`src/design/jst_pkg.sv`:
```
// Package of the JSON stream tokenizer: parse modes, event codes, characters and helpers.
// Used by every module of the tokenizer but jst_ram, and by its checker.
package jst_pkg;

  // Default limits.
  localparam int MAX_DEPTH_DEF = 16;
  localparam int MAX_ITEMS_DEF = 256;
  localparam int MAX_PAIRS_DEF = 128;

  // Results per input transfer and depth of the result queue.
  localparam int MAX_RES = 3;
  localparam int Q_DEPTH = 8;

  // Input kinds.
  localparam logic KIND_BYTE = 1'b0;
  localparam logic KIND_END  = 1'b1;

  // Container kinds on the nesting stack.
  localparam logic K_ARR = 1'b0;
  localparam logic K_OBJ = 1'b1;

  // Event codes.
  localparam logic [3:0] EV_OBJ_BEGIN = 4'd0;
  localparam logic [3:0] EV_OBJ_END   = 4'd1;
  localparam logic [3:0] EV_ARR_BEGIN = 4'd2;
  localparam logic [3:0] EV_ARR_END   = 4'd3;
  localparam logic [3:0] EV_KEY_CHAR  = 4'd4;
  localparam logic [3:0] EV_KEY_END   = 4'd5;
  localparam logic [3:0] EV_STR_CHAR  = 4'd6;
  localparam logic [3:0] EV_STR_END   = 4'd7;
  localparam logic [3:0] EV_NUMBER    = 4'd8;
  localparam logic [3:0] EV_BOOL      = 4'd9;
  localparam logic [3:0] EV_NULL      = 4'd10;
  localparam logic [3:0] EV_COMPLETE  = 4'd11;
  localparam logic [3:0] EV_ERROR     = 4'd12;
  localparam logic [3:0] EV_FINISH    = 4'd13;

  // Document status codes.
  localparam logic [1:0] ST_OK      = 2'd0;
  localparam logic [1:0] ST_INVALID = 2'd1;
  localparam logic [1:0] ST_NO_ROOM = 2'd2;

  // Characters of the grammar.
  localparam logic [7:0] CH_SPACE  = 8'h20;
  localparam logic [7:0] CH_TAB    = 8'h09;
  localparam logic [7:0] CH_LF     = 8'h0A;
  localparam logic [7:0] CH_CR     = 8'h0D;
  localparam logic [7:0] CH_QUOTE  = 8'h22;
  localparam logic [7:0] CH_BSLASH = 8'h5C;
  localparam logic [7:0] CH_LBRACE = 8'h7B;
  localparam logic [7:0] CH_RBRACE = 8'h7D;
  localparam logic [7:0] CH_LBRACK = 8'h5B;
  localparam logic [7:0] CH_RBRACK = 8'h5D;
  localparam logic [7:0] CH_COMMA  = 8'h2C;
  localparam logic [7:0] CH_COLON  = 8'h3A;
  localparam logic [7:0] CH_MINUS  = 8'h2D;
  localparam logic [7:0] CH_PLUS   = 8'h2B;
  localparam logic [7:0] CH_DOT    = 8'h2E;
  localparam logic [7:0] CH_ZERO   = 8'h30;
  localparam logic [7:0] CH_NINE   = 8'h39;
  localparam logic [7:0] CH_LO_E   = 8'h65;
  localparam logic [7:0] CH_UP_E   = 8'h45;
  localparam logic [7:0] CH_LO_T   = 8'h74;
  localparam logic [7:0] CH_LO_F   = 8'h66;
  localparam logic [7:0] CH_LO_N   = 8'h6E;
  localparam logic [7:0] CH_LO_B   = 8'h62;
  localparam logic [7:0] CH_LO_R   = 8'h72;

  // Positions in the literal text "truefalsenull".
  localparam logic [3:0] LIT_TRUE    = 4'd1;
  localparam logic [3:0] LIT_FALSE   = 4'd5;
  localparam logic [3:0] LIT_NULL    = 4'd10;
  localparam logic [3:0] LIT_TRUE_OK = 4'd4;
  localparam logic [3:0] LIT_FALSEOK = 4'd9;
  localparam logic [3:0] LIT_END     = 4'd13;

  // Parse modes, one-hot.
  typedef enum logic [15:0] {
    M_VALUE     = 16'h0001,
    M_FIRST_ARR = 16'h0002,
    M_FIRST_OBJ = 16'h0004,
    M_KEY       = 16'h0008,
    M_COLON     = 16'h0010,
    M_STR       = 16'h0020,
    M_ESC       = 16'h0040,
    M_NUM_SIGN  = 16'h0080,
    M_NUM_INT   = 16'h0100,
    M_NUM_FRAC  = 16'h0200,
    M_NUM_EXPS  = 16'h0400,
    M_NUM_EXP   = 16'h0800,
    M_LIT       = 16'h1000,
    M_AFTER     = 16'h2000,
    M_DONE      = 16'h4000,
    M_ERROR     = 16'h8000
  } mode_t;

  // Whitespace between tokens.
  function automatic logic is_ws(input logic [7:0] c);
    return (c == CH_SPACE) || (c == CH_TAB) || (c == CH_LF) || (c == CH_CR);
  endfunction

  function automatic logic is_digit(input logic [7:0] c);
    return (c >= CH_ZERO) && (c <= CH_NINE);
  endfunction

  // Character of the literal text at a given position.
  function automatic logic [7:0] lit_char(input logic [3:0] idx);
    logic [7:0] r;
    case (idx)
      4'd0:    r = 8'h74;
      4'd1:    r = 8'h72;
      4'd2:    r = 8'h75;
      4'd3:    r = 8'h65;
      4'd4:    r = 8'h66;
      4'd5:    r = 8'h61;
      4'd6:    r = 8'h6C;
      4'd7:    r = 8'h73;
      4'd8:    r = 8'h65;
      4'd9:    r = 8'h6E;
      4'd10:   r = 8'h75;
      4'd11:   r = 8'h6C;
      4'd12:   r = 8'h6C;
      default: r = 8'h00;
    endcase
    return r;
  endfunction

  // Decoding of an escaped character.
  function automatic logic [7:0] unescape(input logic [7:0] c);
    logic [7:0] r;
    case (c)
      CH_LO_B: r = 8'h08;
      CH_LO_F: r = 8'h0C;
      CH_LO_N: r = 8'h0A;
      CH_LO_R: r = 8'h0D;
      CH_LO_T: r = 8'h09;
      default: r = c;
    endcase
    return r;
  endfunction

endpackage

```
`src/design/jst_ram.sv`:
```
// Generic single-port-write, single-port-read RAM with registered read data.
// No dependencies.
module jst_ram #(
  parameter int WIDTH = 8,
  parameter int DEPTH = 16
) (
  input  logic                                   clk,
  input  logic                                   we,
  input  logic [(DEPTH > 1 ? $clog2(DEPTH) : 1)-1:0] waddr,
  input  logic [WIDTH-1:0]                       wdata,
  input  logic [(DEPTH > 1 ? $clog2(DEPTH) : 1)-1:0] raddr,
  output logic [WIDTH-1:0]                       rdata
);

  logic [WIDTH-1:0] mem [DEPTH];

  // Write port and registered read port.
  always_ff @(posedge clk) begin
    if (we) begin
      mem[waddr] <= wdata;
    end
    rdata <= mem[raddr];
  end

endmodule

```
`src/design/jst_core.sv`:
```
// Parsing core of the JSON stream tokenizer: parse state, top-of-stack registers and the
// nesting stack RAM below them. Depends on jst_pkg and jst_ram.
module jst_core #(
  parameter int MAX_DEPTH = jst_pkg::MAX_DEPTH_DEF,
  parameter int MAX_ITEMS = jst_pkg::MAX_ITEMS_DEF,
  parameter int MAX_PAIRS = jst_pkg::MAX_PAIRS_DEF,
  localparam int DEP_W = $clog2(MAX_DEPTH + 1),
  localparam int RES_W = 4 + 64 + DEP_W + 2 + 1
) (
  input  logic                                 clk,
  input  logic                                 rst,
  input  logic                                 accept,
  input  logic                                 kind,
  input  logic [7:0]                           byte_in,
  output logic [jst_pkg::MAX_RES-1:0][RES_W-1:0] lanes,
  output logic [1:0]                           res_n
);

  localparam int AW    = (MAX_DEPTH > 1) ? $clog2(MAX_DEPTH) : 1;
  localparam int MAXC  = (MAX_ITEMS > MAX_PAIRS) ? MAX_ITEMS : MAX_PAIRS;
  localparam int CNT_W = $clog2(MAXC + 1);
  localparam int ENT_W = 1 + CNT_W;

  // Parse state registers.
  jst_pkg::mode_t   mode, mode_next;
  logic [DEP_W-1:0] nest, nest_next;
  logic             top_kind, top_kind_next;
  logic [CNT_W-1:0] top_cnt, top_cnt_next;
  logic [63:0]      accum, accum_next;
  logic             neg, neg_next;
  logic [3:0]       lit, lit_next;
  logic             is_key, is_key_next;
  logic [1:0]       status, status_next;

  // Stack RAM and forwarding of a write to the entry being read.
  logic             we;
  logic [AW-1:0]    waddr, raddr;
  logic [ENT_W-1:0] wdata, rdata, fwd_data, sec;
  logic             fwd;

  logic [3:0][RES_W-1:0] lane;
  logic [1:0]            n;

  function automatic logic [RES_W-1:0] res_pack(input logic [3:0] ev, input logic [63:0] val,
                                                 input logic [DEP_W-1:0] dep,
                                                 input logic [1:0] st);
    return {ev, val, dep, st, 1'b0};
  endfunction

  // Container kind of an opening bracket.
  function automatic logic K_SEL(input logic [7:0] ch);
    return (ch == jst_pkg::CH_LBRACE) ? jst_pkg::K_OBJ : jst_pkg::K_ARR;
  endfunction

  jst_ram #(.WIDTH(ENT_W), .DEPTH(MAX_DEPTH)) u_stack (
    .clk  (clk),
    .we   (we),
    .waddr(waddr),
    .wdata(wdata),
    .raddr(raddr),
    .rdata(rdata)
  );

  // The entry just below the top of the stack.
  assign sec = fwd ? fwd_data : rdata;

  // Next-state and result logic for one transfer.
  always_comb begin
    logic [7:0]       c;
    logic             do_start, do_after, do_close, k, old_kind;
    logic [DEP_W-1:0] rd_dep;
    logic [63:0]      numval;
    c        = byte_in;
    do_start = 1'b0;
    do_after = 1'b0;
    do_close = 1'b0;
    k        = K_SEL(c);
    old_kind = 1'b0;
    mode_next     = mode;
    nest_next     = nest;
    top_kind_next = top_kind;
    top_cnt_next  = top_cnt;
    accum_next    = accum;
    neg_next      = neg;
    lit_next      = lit;
    is_key_next   = is_key;
    status_next   = status;
    we    = 1'b0;
    waddr = '0;
    wdata = {top_kind, top_cnt};
    lane  = '0;
    n     = 2'd0;
    numval = neg ? (64'd0 - accum) : accum;

    if (kind == jst_pkg::KIND_END) begin
      // End of document: flush a pending number, close out and report the status.
      if (mode == jst_pkg::M_NUM_INT || mode == jst_pkg::M_NUM_FRAC ||
          mode == jst_pkg::M_NUM_EXPS || mode == jst_pkg::M_NUM_EXP) begin
        lane[n] = res_pack(jst_pkg::EV_NUMBER, numval, nest, status_next);
        n = n + 2'd1;
        if (nest == '0) begin
          lane[n] = res_pack(jst_pkg::EV_COMPLETE, '0, '0, status_next);
          n = n + 2'd1;
        end else begin
          status_next = jst_pkg::ST_INVALID;
          lane[n] = res_pack(jst_pkg::EV_ERROR, '0, nest, status_next);
          n = n + 2'd1;
        end
      end else if (mode != jst_pkg::M_DONE && mode != jst_pkg::M_ERROR) begin
        status_next = jst_pkg::ST_INVALID;
        lane[n] = res_pack(jst_pkg::EV_ERROR, '0, nest, status_next);
        n = n + 2'd1;
      end
      lane[n] = res_pack(jst_pkg::EV_FINISH, '0, nest, status_next);
      n = n + 2'd1;
      mode_next   = jst_pkg::M_VALUE;
      nest_next   = '0;
      accum_next  = '0;
      neg_next    = 1'b0;
      lit_next    = '0;
      is_key_next = 1'b0;
      status_next = jst_pkg::ST_OK;
    end else begin
      unique case (mode)
        jst_pkg::M_VALUE: begin
          if (!jst_pkg::is_ws(c)) begin
            do_start = 1'b1;
          end
        end
        jst_pkg::M_FIRST_ARR: begin
          if (jst_pkg::is_ws(c)) begin
          end else if (c == jst_pkg::CH_RBRACK) begin
            do_close = 1'b1;
          end else begin
            do_start = 1'b1;
          end
        end
        jst_pkg::M_FIRST_OBJ, jst_pkg::M_KEY: begin
          if (jst_pkg::is_ws(c)) begin
          end else if (mode == jst_pkg::M_FIRST_OBJ && c == jst_pkg::CH_RBRACE) begin
            do_close = 1'b1;
          end else if (c == jst_pkg::CH_QUOTE) begin
            is_key_next = 1'b1;
            mode_next   = jst_pkg::M_STR;
          end else begin
            status_next = jst_pkg::ST_INVALID;
            mode_next   = jst_pkg::M_ERROR;
            lane[n] = res_pack(jst_pkg::EV_ERROR, '0, nest_next, status_next);
            n = n + 2'd1;
          end
        end
        jst_pkg::M_COLON: begin
          if (jst_pkg::is_ws(c)) begin
          end else if (c == jst_pkg::CH_COLON) begin
            mode_next = jst_pkg::M_VALUE;
          end else begin
            status_next = jst_pkg::ST_INVALID;
            mode_next   = jst_pkg::M_ERROR;
            lane[n] = res_pack(jst_pkg::EV_ERROR, '0, nest_next, status_next);
            n = n + 2'd1;
          end
        end
        jst_pkg::M_STR: begin
          if (c == jst_pkg::CH_BSLASH) begin
            mode_next = jst_pkg::M_ESC;
          end else if (c == jst_pkg::CH_QUOTE) begin
            lane[n] = res_pack(is_key ? jst_pkg::EV_KEY_END : jst_pkg::EV_STR_END, '0,
                               nest_next, status_next);
            n = n + 2'd1;
            if (is_key) begin
              mode_next = jst_pkg::M_COLON;
            end else if (nest_next == '0) begin
              mode_next = jst_pkg::M_DONE;
              lane[n] = res_pack(jst_pkg::EV_COMPLETE, '0, '0, status_next);
              n = n + 2'd1;
            end else begin
              top_cnt_next = top_cnt_next + CNT_W'(1);
              mode_next    = jst_pkg::M_AFTER;
            end
          end else begin
            lane[n] = res_pack(is_key ? jst_pkg::EV_KEY_CHAR : jst_pkg::EV_STR_CHAR,
                               {56'd0, c}, nest_next, status_next);
            n = n + 2'd1;
          end
        end
        jst_pkg::M_ESC: begin
          mode_next = jst_pkg::M_STR;
          lane[n] = res_pack(is_key ? jst_pkg::EV_KEY_CHAR : jst_pkg::EV_STR_CHAR,
                             {56'd0, jst_pkg::unescape(c)}, nest_next, status_next);
          n = n + 2'd1;
        end
        jst_pkg::M_NUM_SIGN: begin
          if (jst_pkg::is_digit(c)) begin
            accum_next = {56'd0, c - jst_pkg::CH_ZERO};
            mode_next  = jst_pkg::M_NUM_INT;
          end else begin
            status_next = jst_pkg::ST_INVALID;
            mode_next   = jst_pkg::M_ERROR;
            lane[n] = res_pack(jst_pkg::EV_ERROR, '0, nest_next, status_next);
            n = n + 2'd1;
          end
        end
        jst_pkg::M_NUM_INT, jst_pkg::M_NUM_FRAC, jst_pkg::M_NUM_EXPS,
        jst_pkg::M_NUM_EXP: begin
          // Number body; the first byte outside it ends the number.
          if (mode == jst_pkg::M_NUM_INT && jst_pkg::is_digit(c)) begin
            accum_next = (accum << 3) + (accum << 1) + {56'd0, c - jst_pkg::CH_ZERO};
          end else if (mode == jst_pkg::M_NUM_INT && c == jst_pkg::CH_DOT) begin
            mode_next = jst_pkg::M_NUM_FRAC;
          end else if ((mode == jst_pkg::M_NUM_FRAC || mode == jst_pkg::M_NUM_EXP) &&
                       jst_pkg::is_digit(c)) begin
          end else if ((mode == jst_pkg::M_NUM_INT || mode == jst_pkg::M_NUM_FRAC) &&
                       (c == jst_pkg::CH_LO_E || c == jst_pkg::CH_UP_E)) begin
            mode_next = jst_pkg::M_NUM_EXPS;
          end else if (mode == jst_pkg::M_NUM_EXPS && (c == jst_pkg::CH_PLUS ||
                       c == jst_pkg::CH_MINUS || jst_pkg::is_digit(c))) begin
            mode_next = jst_pkg::M_NUM_EXP;
          end else begin
            lane[n] = res_pack(jst_pkg::EV_NUMBER, numval, nest_next, status_next);
            n = n + 2'd1;
            if (nest_next == '0) begin
              mode_next = jst_pkg::M_DONE;
              lane[n] = res_pack(jst_pkg::EV_COMPLETE, '0, '0, status_next);
              n = n + 2'd1;
            end else begin
              top_cnt_next = top_cnt_next + CNT_W'(1);
              mode_next    = jst_pkg::M_AFTER;
              do_after     = 1'b1;
            end
          end
        end
        jst_pkg::M_LIT: begin
          if (lit < jst_pkg::LIT_END && c == jst_pkg::lit_char(lit)) begin
            lit_next = lit + 4'd1;
            if (lit_next == jst_pkg::LIT_TRUE_OK || lit_next == jst_pkg::LIT_FALSEOK ||
                lit_next == jst_pkg::LIT_END) begin
              if (lit_next == jst_pkg::LIT_END) begin
                lane[n] = res_pack(jst_pkg::EV_NULL, '0, nest_next, status_next);
              end else begin
                lane[n] = res_pack(jst_pkg::EV_BOOL,
                                   (lit_next == jst_pkg::LIT_TRUE_OK) ? 64'd1 : 64'd0,
                                   nest_next, status_next);
              end
              n = n + 2'd1;
              if (nest_next == '0) begin
                mode_next = jst_pkg::M_DONE;
                lane[n] = res_pack(jst_pkg::EV_COMPLETE, '0, '0, status_next);
                n = n + 2'd1;
              end else begin
                top_cnt_next = top_cnt_next + CNT_W'(1);
                mode_next    = jst_pkg::M_AFTER;
              end
            end
          end else begin
            status_next = jst_pkg::ST_INVALID;
            mode_next   = jst_pkg::M_ERROR;
            lane[n] = res_pack(jst_pkg::EV_ERROR, '0, nest_next, status_next);
            n = n + 2'd1;
          end
        end
        jst_pkg::M_AFTER: begin
          do_after = 1'b1;
        end
        default: begin
        end
      endcase

      // Start of a value.
      if (do_start) begin
        if (c == jst_pkg::CH_QUOTE) begin
          is_key_next = 1'b0;
          mode_next   = jst_pkg::M_STR;
        end else if (c == jst_pkg::CH_LBRACE || c == jst_pkg::CH_LBRACK) begin
          if (nest_next >= DEP_W'(MAX_DEPTH)) begin
            status_next = jst_pkg::ST_NO_ROOM;
            mode_next   = jst_pkg::M_ERROR;
            lane[n] = res_pack(jst_pkg::EV_ERROR, '0, nest_next, status_next);
            n = n + 2'd1;
          end else begin
            lane[n] = res_pack((k == jst_pkg::K_OBJ) ? jst_pkg::EV_OBJ_BEGIN :
                               jst_pkg::EV_ARR_BEGIN, '0, nest_next, status_next);
            n = n + 2'd1;
            // Push: the old top moves into the RAM.
            if (nest_next != '0) begin
              we    = 1'b1;
              waddr = AW'(nest_next - DEP_W'(1));
              wdata = {top_kind_next, top_cnt_next};
            end
            top_kind_next = k;
            top_cnt_next  = '0;
            nest_next     = nest_next + DEP_W'(1);
            mode_next     = (k == jst_pkg::K_OBJ) ? jst_pkg::M_FIRST_OBJ :
                            jst_pkg::M_FIRST_ARR;
          end
        end else if (c == jst_pkg::CH_LO_T || c == jst_pkg::CH_LO_F ||
                     c == jst_pkg::CH_LO_N) begin
          lit_next  = (c == jst_pkg::CH_LO_T) ? jst_pkg::LIT_TRUE :
                      (c == jst_pkg::CH_LO_F) ? jst_pkg::LIT_FALSE : jst_pkg::LIT_NULL;
          mode_next = jst_pkg::M_LIT;
        end else if (c == jst_pkg::CH_MINUS) begin
          neg_next   = 1'b1;
          accum_next = '0;
          mode_next  = jst_pkg::M_NUM_SIGN;
        end else if (jst_pkg::is_digit(c)) begin
          neg_next   = 1'b0;
          accum_next = {56'd0, c - jst_pkg::CH_ZERO};
          mode_next  = jst_pkg::M_NUM_INT;
        end else begin
          status_next = jst_pkg::ST_INVALID;
          mode_next   = jst_pkg::M_ERROR;
          lane[n] = res_pack(jst_pkg::EV_ERROR, '0, nest_next, status_next);
          n = n + 2'd1;
        end
      end

      // Separator or closing bracket after an element.
      if (do_after && !jst_pkg::is_ws(c)) begin
        if (nest_next == '0) begin
          status_next = jst_pkg::ST_INVALID;
          mode_next   = jst_pkg::M_ERROR;
          lane[n] = res_pack(jst_pkg::EV_ERROR, '0, nest_next, status_next);
          n = n + 2'd1;
        end else if (c == jst_pkg::CH_COMMA) begin
          if ((top_kind_next == jst_pkg::K_ARR && top_cnt_next >= CNT_W'(MAX_ITEMS)) ||
              (top_kind_next == jst_pkg::K_OBJ && top_cnt_next >= CNT_W'(MAX_PAIRS))) begin
            status_next = jst_pkg::ST_NO_ROOM;
            mode_next   = jst_pkg::M_ERROR;
            lane[n] = res_pack(jst_pkg::EV_ERROR, '0, nest_next, status_next);
            n = n + 2'd1;
          end else begin
            mode_next = (top_kind_next == jst_pkg::K_ARR) ? jst_pkg::M_VALUE :
                        jst_pkg::M_KEY;
          end
        end else if ((c == jst_pkg::CH_RBRACK && top_kind_next == jst_pkg::K_ARR) ||
                     (c == jst_pkg::CH_RBRACE && top_kind_next == jst_pkg::K_OBJ)) begin
          do_close = 1'b1;
        end else begin
          status_next = jst_pkg::ST_INVALID;
          mode_next   = jst_pkg::M_ERROR;
          lane[n] = res_pack(jst_pkg::EV_ERROR, '0, nest_next, status_next);
          n = n + 2'd1;
        end
      end

      // Close a container: pop the entry below into the top registers.
      if (do_close) begin
        old_kind      = top_kind_next;
        nest_next     = nest_next - DEP_W'(1);
        top_kind_next = sec[ENT_W-1];
        top_cnt_next  = sec[CNT_W-1:0];
        lane[n] = res_pack((old_kind == jst_pkg::K_OBJ) ? jst_pkg::EV_OBJ_END :
                           jst_pkg::EV_ARR_END, '0, nest_next, status_next);
        n = n + 2'd1;
        if (nest_next == '0) begin
          mode_next = jst_pkg::M_DONE;
          lane[n] = res_pack(jst_pkg::EV_COMPLETE, '0, '0, status_next);
          n = n + 2'd1;
        end else begin
          top_cnt_next = top_cnt_next + CNT_W'(1);
          mode_next    = jst_pkg::M_AFTER;
        end
      end
    end

    // Mark the last result of this transfer.
    if (n != 2'd0) begin
      lane[n - 2'd1][0] = 1'b1;
    end

    // Prefetch the entry below the top for the next transfer.
    rd_dep = accept ? nest_next : nest;
    raddr  = AW'(rd_dep - DEP_W'(2));
    we     = we & accept;
  end

  assign lanes = lane[jst_pkg::MAX_RES-1:0];
  assign res_n = accept ? n : 2'd0;

  // State update on an accepted transfer.
  always_ff @(posedge clk) begin
    if (rst) begin
      mode   <= jst_pkg::M_VALUE;
      nest   <= '0;
      accum  <= '0;
      neg    <= 1'b0;
      lit    <= '0;
      is_key <= 1'b0;
      status <= jst_pkg::ST_OK;
      fwd    <= 1'b0;
    end else begin
      fwd <= we && (waddr == raddr);
      if (accept) begin
        mode   <= mode_next;
        nest   <= nest_next;
        accum  <= accum_next;
        neg    <= neg_next;
        lit    <= lit_next;
        is_key <= is_key_next;
        status <= status_next;
      end
    end
  end

  // Top-of-stack payload and forwarded RAM data.
  always_ff @(posedge clk) begin
    fwd_data <= wdata;
    if (accept) begin
      top_kind <= top_kind_next;
      top_cnt  <= top_cnt_next;
    end
  end

endmodule

```
`src/design/jst_outq.sv`:
```
// Result queue of the JSON stream tokenizer: takes up to three results per cycle and
// delivers one per transfer. Depends on jst_pkg.
module jst_outq #(
  parameter int W     = 8,
  parameter int DEPTH = jst_pkg::Q_DEPTH
) (
  input  logic                                 clk,
  input  logic                                 rst,
  input  logic [1:0]                           push_n,
  input  logic [jst_pkg::MAX_RES-1:0][W-1:0]   push_data,
  input  logic                                 pop,
  output logic                                 full,
  output logic                                 valid,
  output logic [W-1:0]                         data
);

  localparam int QAW = $clog2(DEPTH);

  logic [W-1:0]   entry [DEPTH];
  logic [QAW-1:0] head, tail;
  logic [QAW:0]   count;

  // Hold back input while a full burst might not fit.
  assign full  = count > (QAW + 1)'(DEPTH - jst_pkg::MAX_RES);
  assign valid = count != '0;
  assign data  = entry[head];

  always_ff @(posedge clk) begin
    if (rst) begin
      head  <= '0;
      tail  <= '0;
      count <= '0;
    end else begin
      head  <= head + QAW'(pop && valid);
      tail  <= tail + QAW'(push_n);
      count <= count + (QAW + 1)'(push_n) - (QAW + 1)'(pop && valid);
    end
  end

  // Write the burst into consecutive slots.
  always_ff @(posedge clk) begin
    for (int i = 0; i < jst_pkg::MAX_RES; i++) begin
      if (2'(i) < push_n) begin
        entry[tail + QAW'(i)] <= push_data[i];
      end
    end
  end

endmodule

```
`src/design/json_stream_tokenizer.sv`:
```
// JSON stream tokenizer: takes one document byte per transfer and returns token events.
// Depends on jst_pkg, jst_core and jst_outq.
// One byte is taken per cycle while in_stall is low; its results, up to three (none for skipped
// whitespace or ignored bytes), are written into an eight-entry result queue and leave it one
// per output transfer. The input stalls while that queue holds more than five results,
// so the byte rate follows the result rate when bytes produce more than one result each.
// The nesting stack sits in a RAM of MAX_DEPTH entries with the open container kept in
// registers; it needs no clearing after reset.
module json_stream_tokenizer #(
  parameter int MAX_DEPTH = jst_pkg::MAX_DEPTH_DEF,
  parameter int MAX_ITEMS = jst_pkg::MAX_ITEMS_DEF,
  parameter int MAX_PAIRS = jst_pkg::MAX_PAIRS_DEF
) (
  input  logic                               clk,
  input  logic                               rst,
  input  logic                               in_valid,
  output logic                               in_stall,
  input  logic                               kind,
  input  logic [7:0]                         byte_req,
  output logic                               out_valid,
  input  logic                               out_stall,
  output logic [3:0]                         event_res,
  output logic signed [63:0]                 value,
  output logic [$clog2(MAX_DEPTH + 1)-1:0]   depth,
  output logic [1:0]                         status,
  output logic                               last
);

  localparam int DEP_W = $clog2(MAX_DEPTH + 1);
  localparam int RES_W = 4 + 64 + DEP_W + 2 + 1;

  logic                                 accept;
  logic [jst_pkg::MAX_RES-1:0][RES_W-1:0] lanes;
  logic [1:0]                           res_n;
  logic [RES_W-1:0]                     head_res;

  assign accept = in_valid && !in_stall;

  jst_core #(
    .MAX_DEPTH(MAX_DEPTH),
    .MAX_ITEMS(MAX_ITEMS),
    .MAX_PAIRS(MAX_PAIRS)
  ) u_core (
    .clk    (clk),
    .rst    (rst),
    .accept (accept),
    .kind   (kind),
    .byte_in(byte_req),
    .lanes  (lanes),
    .res_n  (res_n)
  );

  jst_outq #(.W(RES_W), .DEPTH(jst_pkg::Q_DEPTH)) u_outq (
    .clk      (clk),
    .rst      (rst),
    .push_n   (res_n),
    .push_data(lanes),
    .pop      (!out_stall),
    .full     (in_stall),
    .valid    (out_valid),
    .data     (head_res)
  );

  // Unpack the result at the head of the queue.
  assign {event_res, value, depth, status, last} = head_res;

endmodule

```
`config.mk`:
```
export PLATFORM = sky130hd
export DESIGN_NAME = json_stream_tokenizer
export DESIGN_NICKNAME = d
export VERILOG_FILES = /design/src/design/jst_pkg.sv /design/src/design/jst_ram.sv /design/src/design/jst_core.sv /design/src/design/jst_outq.sv /design/src/design/json_stream_tokenizer.sv
export SDC_FILE = /design/constraint.sdc
export NUM_CORES = 2
export LEC_CHECK = 0
export ABC_AREA = 1
export BUFFER_PORTS_ARGS = -buffer_cell sky130_fd_sc_hd__clkbuf_2
export CORE_ASPECT_RATIO = 1.25
export CORE_MARGIN = 1.5
export CORE_UTILIZATION = 60
export CTS_CLUSTER_DIAMETER = 60
export CTS_CLUSTER_SIZE = 14
export DETAILED_ROUTE_END_ITERATION = 8
export GPL_ROUTABILITY_DRIVEN = 1
export PLACE_DENSITY_LB_ADDON = 0.15
export SKIP_LAST_GASP = 1
export SYNTH_ARGS = -nofsm -noshare
export SYNTH_HDL_FRONTEND = slang
export SYNTH_SLANG_ARGS = --single-unit
```
`constraint.sdc`:
```
create_clock -name clk -period 12.58 [get_ports clk]
set_input_delay 3.774 -clock clk [delete_from_list [all_inputs] [get_ports clk]]
set_output_delay 3.774 -clock clk [all_outputs]
set_load 0.005 [all_outputs]
```
## Word level (Yosys, flattened, before mapping)

Memories as Yosys holds them, arrays and structs flattened. A register that Yosys moved wholly into a read port is not among the register bits.
Index checks and enable logic that the tools add are counted.

- Memories: 3
- Bits in read-only memories: 112
- Output and inout bits: 78
- Register bits: 124
- RAM bits: 768

- Magnitude comparators: 22
- Multiplexer cells: 297
- Bitwise logic cells: 4
- Reduce and logical (&&, ||, !) cells: 55
- Add/subtract/negate cells: 23
- Equality and inequality tests: 46

Memory list:

| memory | depth | bits a word | rd ports | clocked after Yosys merged registers in | write ports | RTL line | source |
|---|---|---|---|---|---|---|---|
| u_outq.entry | 8 | 76 | 1 | 1 | 3 | jst_outq.sv:19 | `logic [W-1:0] entry [DEPTH];` |
| u_core.u_stack.mem | 16 | 10 | 1 | 1 | 1 | jst_ram.sv:15 | `logic [WIDTH-1:0] mem [DEPTH];` |
| (no name shown) | 16 | 7 | 1 | 1 | 0 | jst_pkg.sv:109 | `case (idx)` |

Operator list:

| cell | count |
|---|---|
| 304-bit two-way mux | 14 |
| 304-bit bitwise mux | 8 |
| 76-bit two-way mux | 23 |
| 152-bit two-way mux | 7 |
| 76-bit demux with 2-bit select | 6 |
| 228-bit two-way mux | 4 |
| 64-bit two-way mux | 10 |
| 76-bit case mux with 7 select lines | 1 |
| 16-bit two-way mux | 28 |
| 228-bit OR | 1 |
| 76-bit case mux with 3 select lines | 1 |
| 9-bit two-way mux | 24 |
| 74-bit two-way mux | 2 |
| 2-bit two-way mux | 64 |
| 64-bit case mux with 2 select lines | 1 |
| 16-bit case mux with 7 select lines | 1 |
| 8-bit by 7-bit equality test with 1-bit output, second input constant | 12 |
| 75-bit two-way mux | 1 |
| 4-bit two-way mux | 18 |
| 64-bit adder | 1 |
| 64-bit by 8-bit adder with 64-bit output | 1 |
| 1-bit by 64-bit subtractor with 64-bit output, first input constant | 1 |
| 1-bit two-way mux | 61 |
| 8-bit by 6-bit equality test with 1-bit output, second input constant | 7 |
| other kinds (72) | 150 |

## Depth between registers and ports, before layout

- Word-level depth: 37
- Depth in mapped cells: 44

## Hierarchy

A second synthesis with hierarchy kept.

- Cell total of the unflattened synthesis: 9,720
- Area total of the unflattened synthesis: 67,409.7 um2

Modules (own cells, without submodules):

| module | seq. area each (um2) | times used | cells an instance | area each (um2) |
|---|---|---|---|---|
| jst_outq | 18,457.7 | 1 | 5,658 | 40,805.4 |
| jst_core | 2,502.4 | 1 | 3,377 | 19,411.1 |
| jst_ram | 5,004.8 | 1 | 682 | 7,179.4 |
| json_stream_tokenizer | 0.0 | 1 | 3 | 13.8 |

## Worst setup path after synthesis

OpenSTA, ideal clock, no wires.

- Path type: input -> register
- From: input byte_req[4]
- To: memory u_outq.entry[5][0] (netlist bit) (enable)
- Setup slack: 1.933 ns
- Cell stages on the path: 37
- Data arrival time: 9.686 ns
- Buffers on the path: 1
- Data required time: 11.618 ns
- Cell sequence: inv_1 -> ha_1 -> inv_1 -> nor2_4 -> inv_2 -> nor2_4 -> inv_2 -> nor2_1 -> nand2_1 -> nand2_1 -> inv_2 -> nand2_4 -> inv_2 -> nor2_1 -> inv_2 -> ha_1 -> nor2_1 -> a21oi_1 -> inv_1 -> ha_1 -> inv_1 -> nand2_1 -> a31oi_1 -> nand2_1 -> nand2_1 -> nand2_1 -> inv_1 -> ha_1 -> inv_1 -> nor3_2 -> nor2_1 -> nand3_2 -> a21oi_4 -> nor2_8 -> nand2_4 -> buf_2 -> nand3_1

RTL lines:

| what | RTL line | source |
|---|---|---|
| start, declared | json_stream_tokenizer.sv:19 | `input logic [7:0] byte_req,` |
| end, declared | jst_outq.sv:19 |  |

==> metrics <==
CTS H-tree depth=3; Worst Path Required=~13000 ps; CP Launch Type=input port; CP peak stage delay=roughly 540 ps; list of most frequent post-synthesis cells=nor2_1, nand2_1, edfxtp_1; Detail Route Antenna Nets=0; Reg clk slew, reported paths=60 ps; most frequent cell after synthesis=nor2_1; Synth Warn #=0; Mapped Avg Cell Area=approximately 8 um^2; WHS=between 400 and 500 ps; Post-synth EDFFs=778; FILL cells=~7600; grt total ovfl=0; largest family of logic cells by synthesized area=simple AND/OR/NAND/NOR gates; GP Congestion=between 1 and 1.5; reg-to-reg endpoint=u_outq.entry[3][33]; critical path fanouts, max=52; flops & latches, synth=between 900 and 1000; die footprint=a little over 90000 um^2; Tmin final=approximately 10000 ps; Area Growth Syn to Fin=6.42%; DR pass1 iterations=7; RSZ-0062 raised after global routing=no; post-synthesis mux area share=0.000926; final setup skew=around 22 ps; post-synthesis xor/xnor area fraction=0.0107; Slew Viols, Final=0; crit path DAT=between 10000 and 15000 ps; most used cell, CP=nand2_1; largest cells by area after synthesis=edfxtp_1, nor2_1, nand2_1; f_max=about 97 MHz; Port Buffers=90; Critical R2R Launch=u_core.nest[0]; total track usage=0.380; drt drc=0; share of cells above drive strength 1=0.0712; PD cells=around 150 nW/um^2; Place WS=roughly 1800 ps; antenna violations before repair=1; largest net degree at the start of global routing=190; fraction of the mapped netlist area in adder cells=0.0405; drt wl/cell=roughly 23 um; Worst Hold Launch=u_core.accum[63]; Net Count, Synth=6785; CTS buffer count=82; Ports=91; First DRT Iteration DRCs=between 5000 and 6000; asr flop ratio synth=0; total power=8770 uW; Primary FF master, synth=edfxtp_1; antenna diode instance count=0; Slew HR=0.157; Max VDD drop=roughly 190 uV; crit path kind=input port to flip-flop; TritonCTS Sinks=between 900 and 1000; hold buffer count at cts=0; Post-CTS Setup Repair Bufs=0; max_cap viols=0; WL final=179000 um; vias in the first global route=45700; Worst Max-Slew Pin Slew=1250 ps; sequential share of the synthesized area=0.481; worst reg2reg path depth=32; Yosys top cell area share=0.432; Row Count=roughly 120; Via Count=between 40000 and 50000; Compound-Gate Fraction of Synth Area=0.157; Endpoint, Worst Hold=u_core.accum[63]; Post-Synth Simple-Gate Area=0.242; Mapped Cells=~6600; Initial Utilization=0.608; core area=88800 um^2; Distinct cells, synth=between 60 and 70; CTS tree=built; DIE HEIGHT=339 um; TNS Setup=0 ps; Yosys top cell by area=edfxtp_1; Hold Vio Cnt, Final=0; Final period util=0.819; Hold Path Class=flip-flop to flip-flop; status=finished clean; hold depth=2; P_leak=0.0234 uW; slowest stage cell, crit path=nand3_4; reg2reg setup slack=4820 ps; post-cts sizing count=0; # nets final=between 6000 and 7000; vias per cell=around 6.3; Die W=~270 um; root buf cell=clkbuf_16; final setup vio count=0; wire length of the first global-routing pass=roughly 270000 um; clock latency on the worst-skew pair=~670 ps; DP HPWL=around 120000 um; cell area after synthesis=54000 um^2; worst setup margin=~2300 ps; Max Root-Sink Buffers=3; critical path capture point type=flip-flop
-- state kept, by name, indices dropped and copies added, names as in the netlist, named ones only --
name                  cells
u_outq.head               3
u_core.accum             64
u_outq.tail               3
u_core.u_stack.rdata     10
u_core.mode              16
u_core.u_stack.mem      160
u_core.lit                4
u_outq.entry            608
u_core.nest               5
u_core.is_key             1
u_core.fwd_data          10
u_core.neg                1
u_core.fwd                1
u_core.status             2
u_core.top_cnt            9
u_core.top_kind           1
u_outq.count              4
-- where the power goes --
part / switching, uW / leakage (uW) / internal (uW)
clock: 1160 / 0.00123 / 1320
sequential: 103 / 0.00850 / 3560
combinational: 1880 / 0.0137 / 737
total: 3140 / 0.0234 / 5630
-- stage by stage --
stage / instance area (um^2) / utilization / std cells
2_1_floorplan: 54000 / - / 6602
4_1_cts: 57500 / 0.647 / 7707
5_1_grt: 57500 / 0.647 / 7707
3_5_place_dp: 55000 / 0.619 / 7578
3_3_place_gp: 55000 / 0.619 / 7578
6_report: 57500 / 0.647 / 7707
-- worst max-delay path, delay by kind of cell --
kind	cells	cell delay (ps)
compound gates	2	450
simple gates	21	3710
buf+inv	9	1390
fa+ha+maj	4	1220
-- layer usage --
layer / vias up / track usage / part of all wire
li1: 22500 / - / -
met1: 23000 / 0.495 / 0.39
met2: 2601 / 0.633 / 0.48
met3: 450 / 0.0523 / 0.089
met4: 2 / 0.168 / 0.045
met5: - / 0 / 0.000067
-- area by class of cell --
type	instances	area [um^2]	share of cell area
clock buffer	107	2190	0.0380
clock inverter	22	363	0.00631
tap	1178	1470	0.0256
sequential	908	26000	0.452
timing repair buffer	161	1100	0.0191
inverter	502	1900	0.0330
multi-input combinational	4829	24500	0.426
-- cell usage in the layout (no fill, tap or decap), types with 27 or more instances in the layout --
cell,n
dfxtp_1,127
inv_2,27
o22ai_1,99
nand4_1,85
o211ai_1,140
inv_1,461
buf_4,63
a21oi_1,343
nor3_1,57
nor2_1,1471
xor2_1,48
clkbuf_2,89
nand3_1,324
edfxtp_1,778
o21ai_0,645
or2_2,60
clkbuf_16,83
ha_1,162
nand2_1,984
a31oi_1,115
-- kinds of logic (layout without fill, tap and decap cells) --
logic type | after synthesis | in the layout
buffers and inverters | 865 | 792
flip-flops | 908 | 908
AND/OR/NAND/NOR | 3103 | 3103
multiplexers | 5 | 5
AO/OA/AOI/OAI | 1485 | 1485
XOR/XNOR | 66 | 66
adder cells (fa/ha/maj) | 170 | 170
-- worst max path at each step --
stage                          end  cells past startpoint         from  slack, ps
3_3_place_gp   u_outq.entry[3][28]                     36  byte_req[4]       1920
5_1_grt        u_outq.entry[0][47]                     36  byte_req[4]       1720
4_1_cts        u_outq.entry[3][48]                     36  byte_req[4]       2450
6_report       u_outq.entry[3][33]                     36  byte_req[4]       2270
2_1_floorplan   u_outq.entry[5][0]                     37  byte_req[4]       1930
3_5_place_dp   u_outq.entry[3][27]                     36  byte_req[4]       1770
Power figures use the tool's default switching activity.
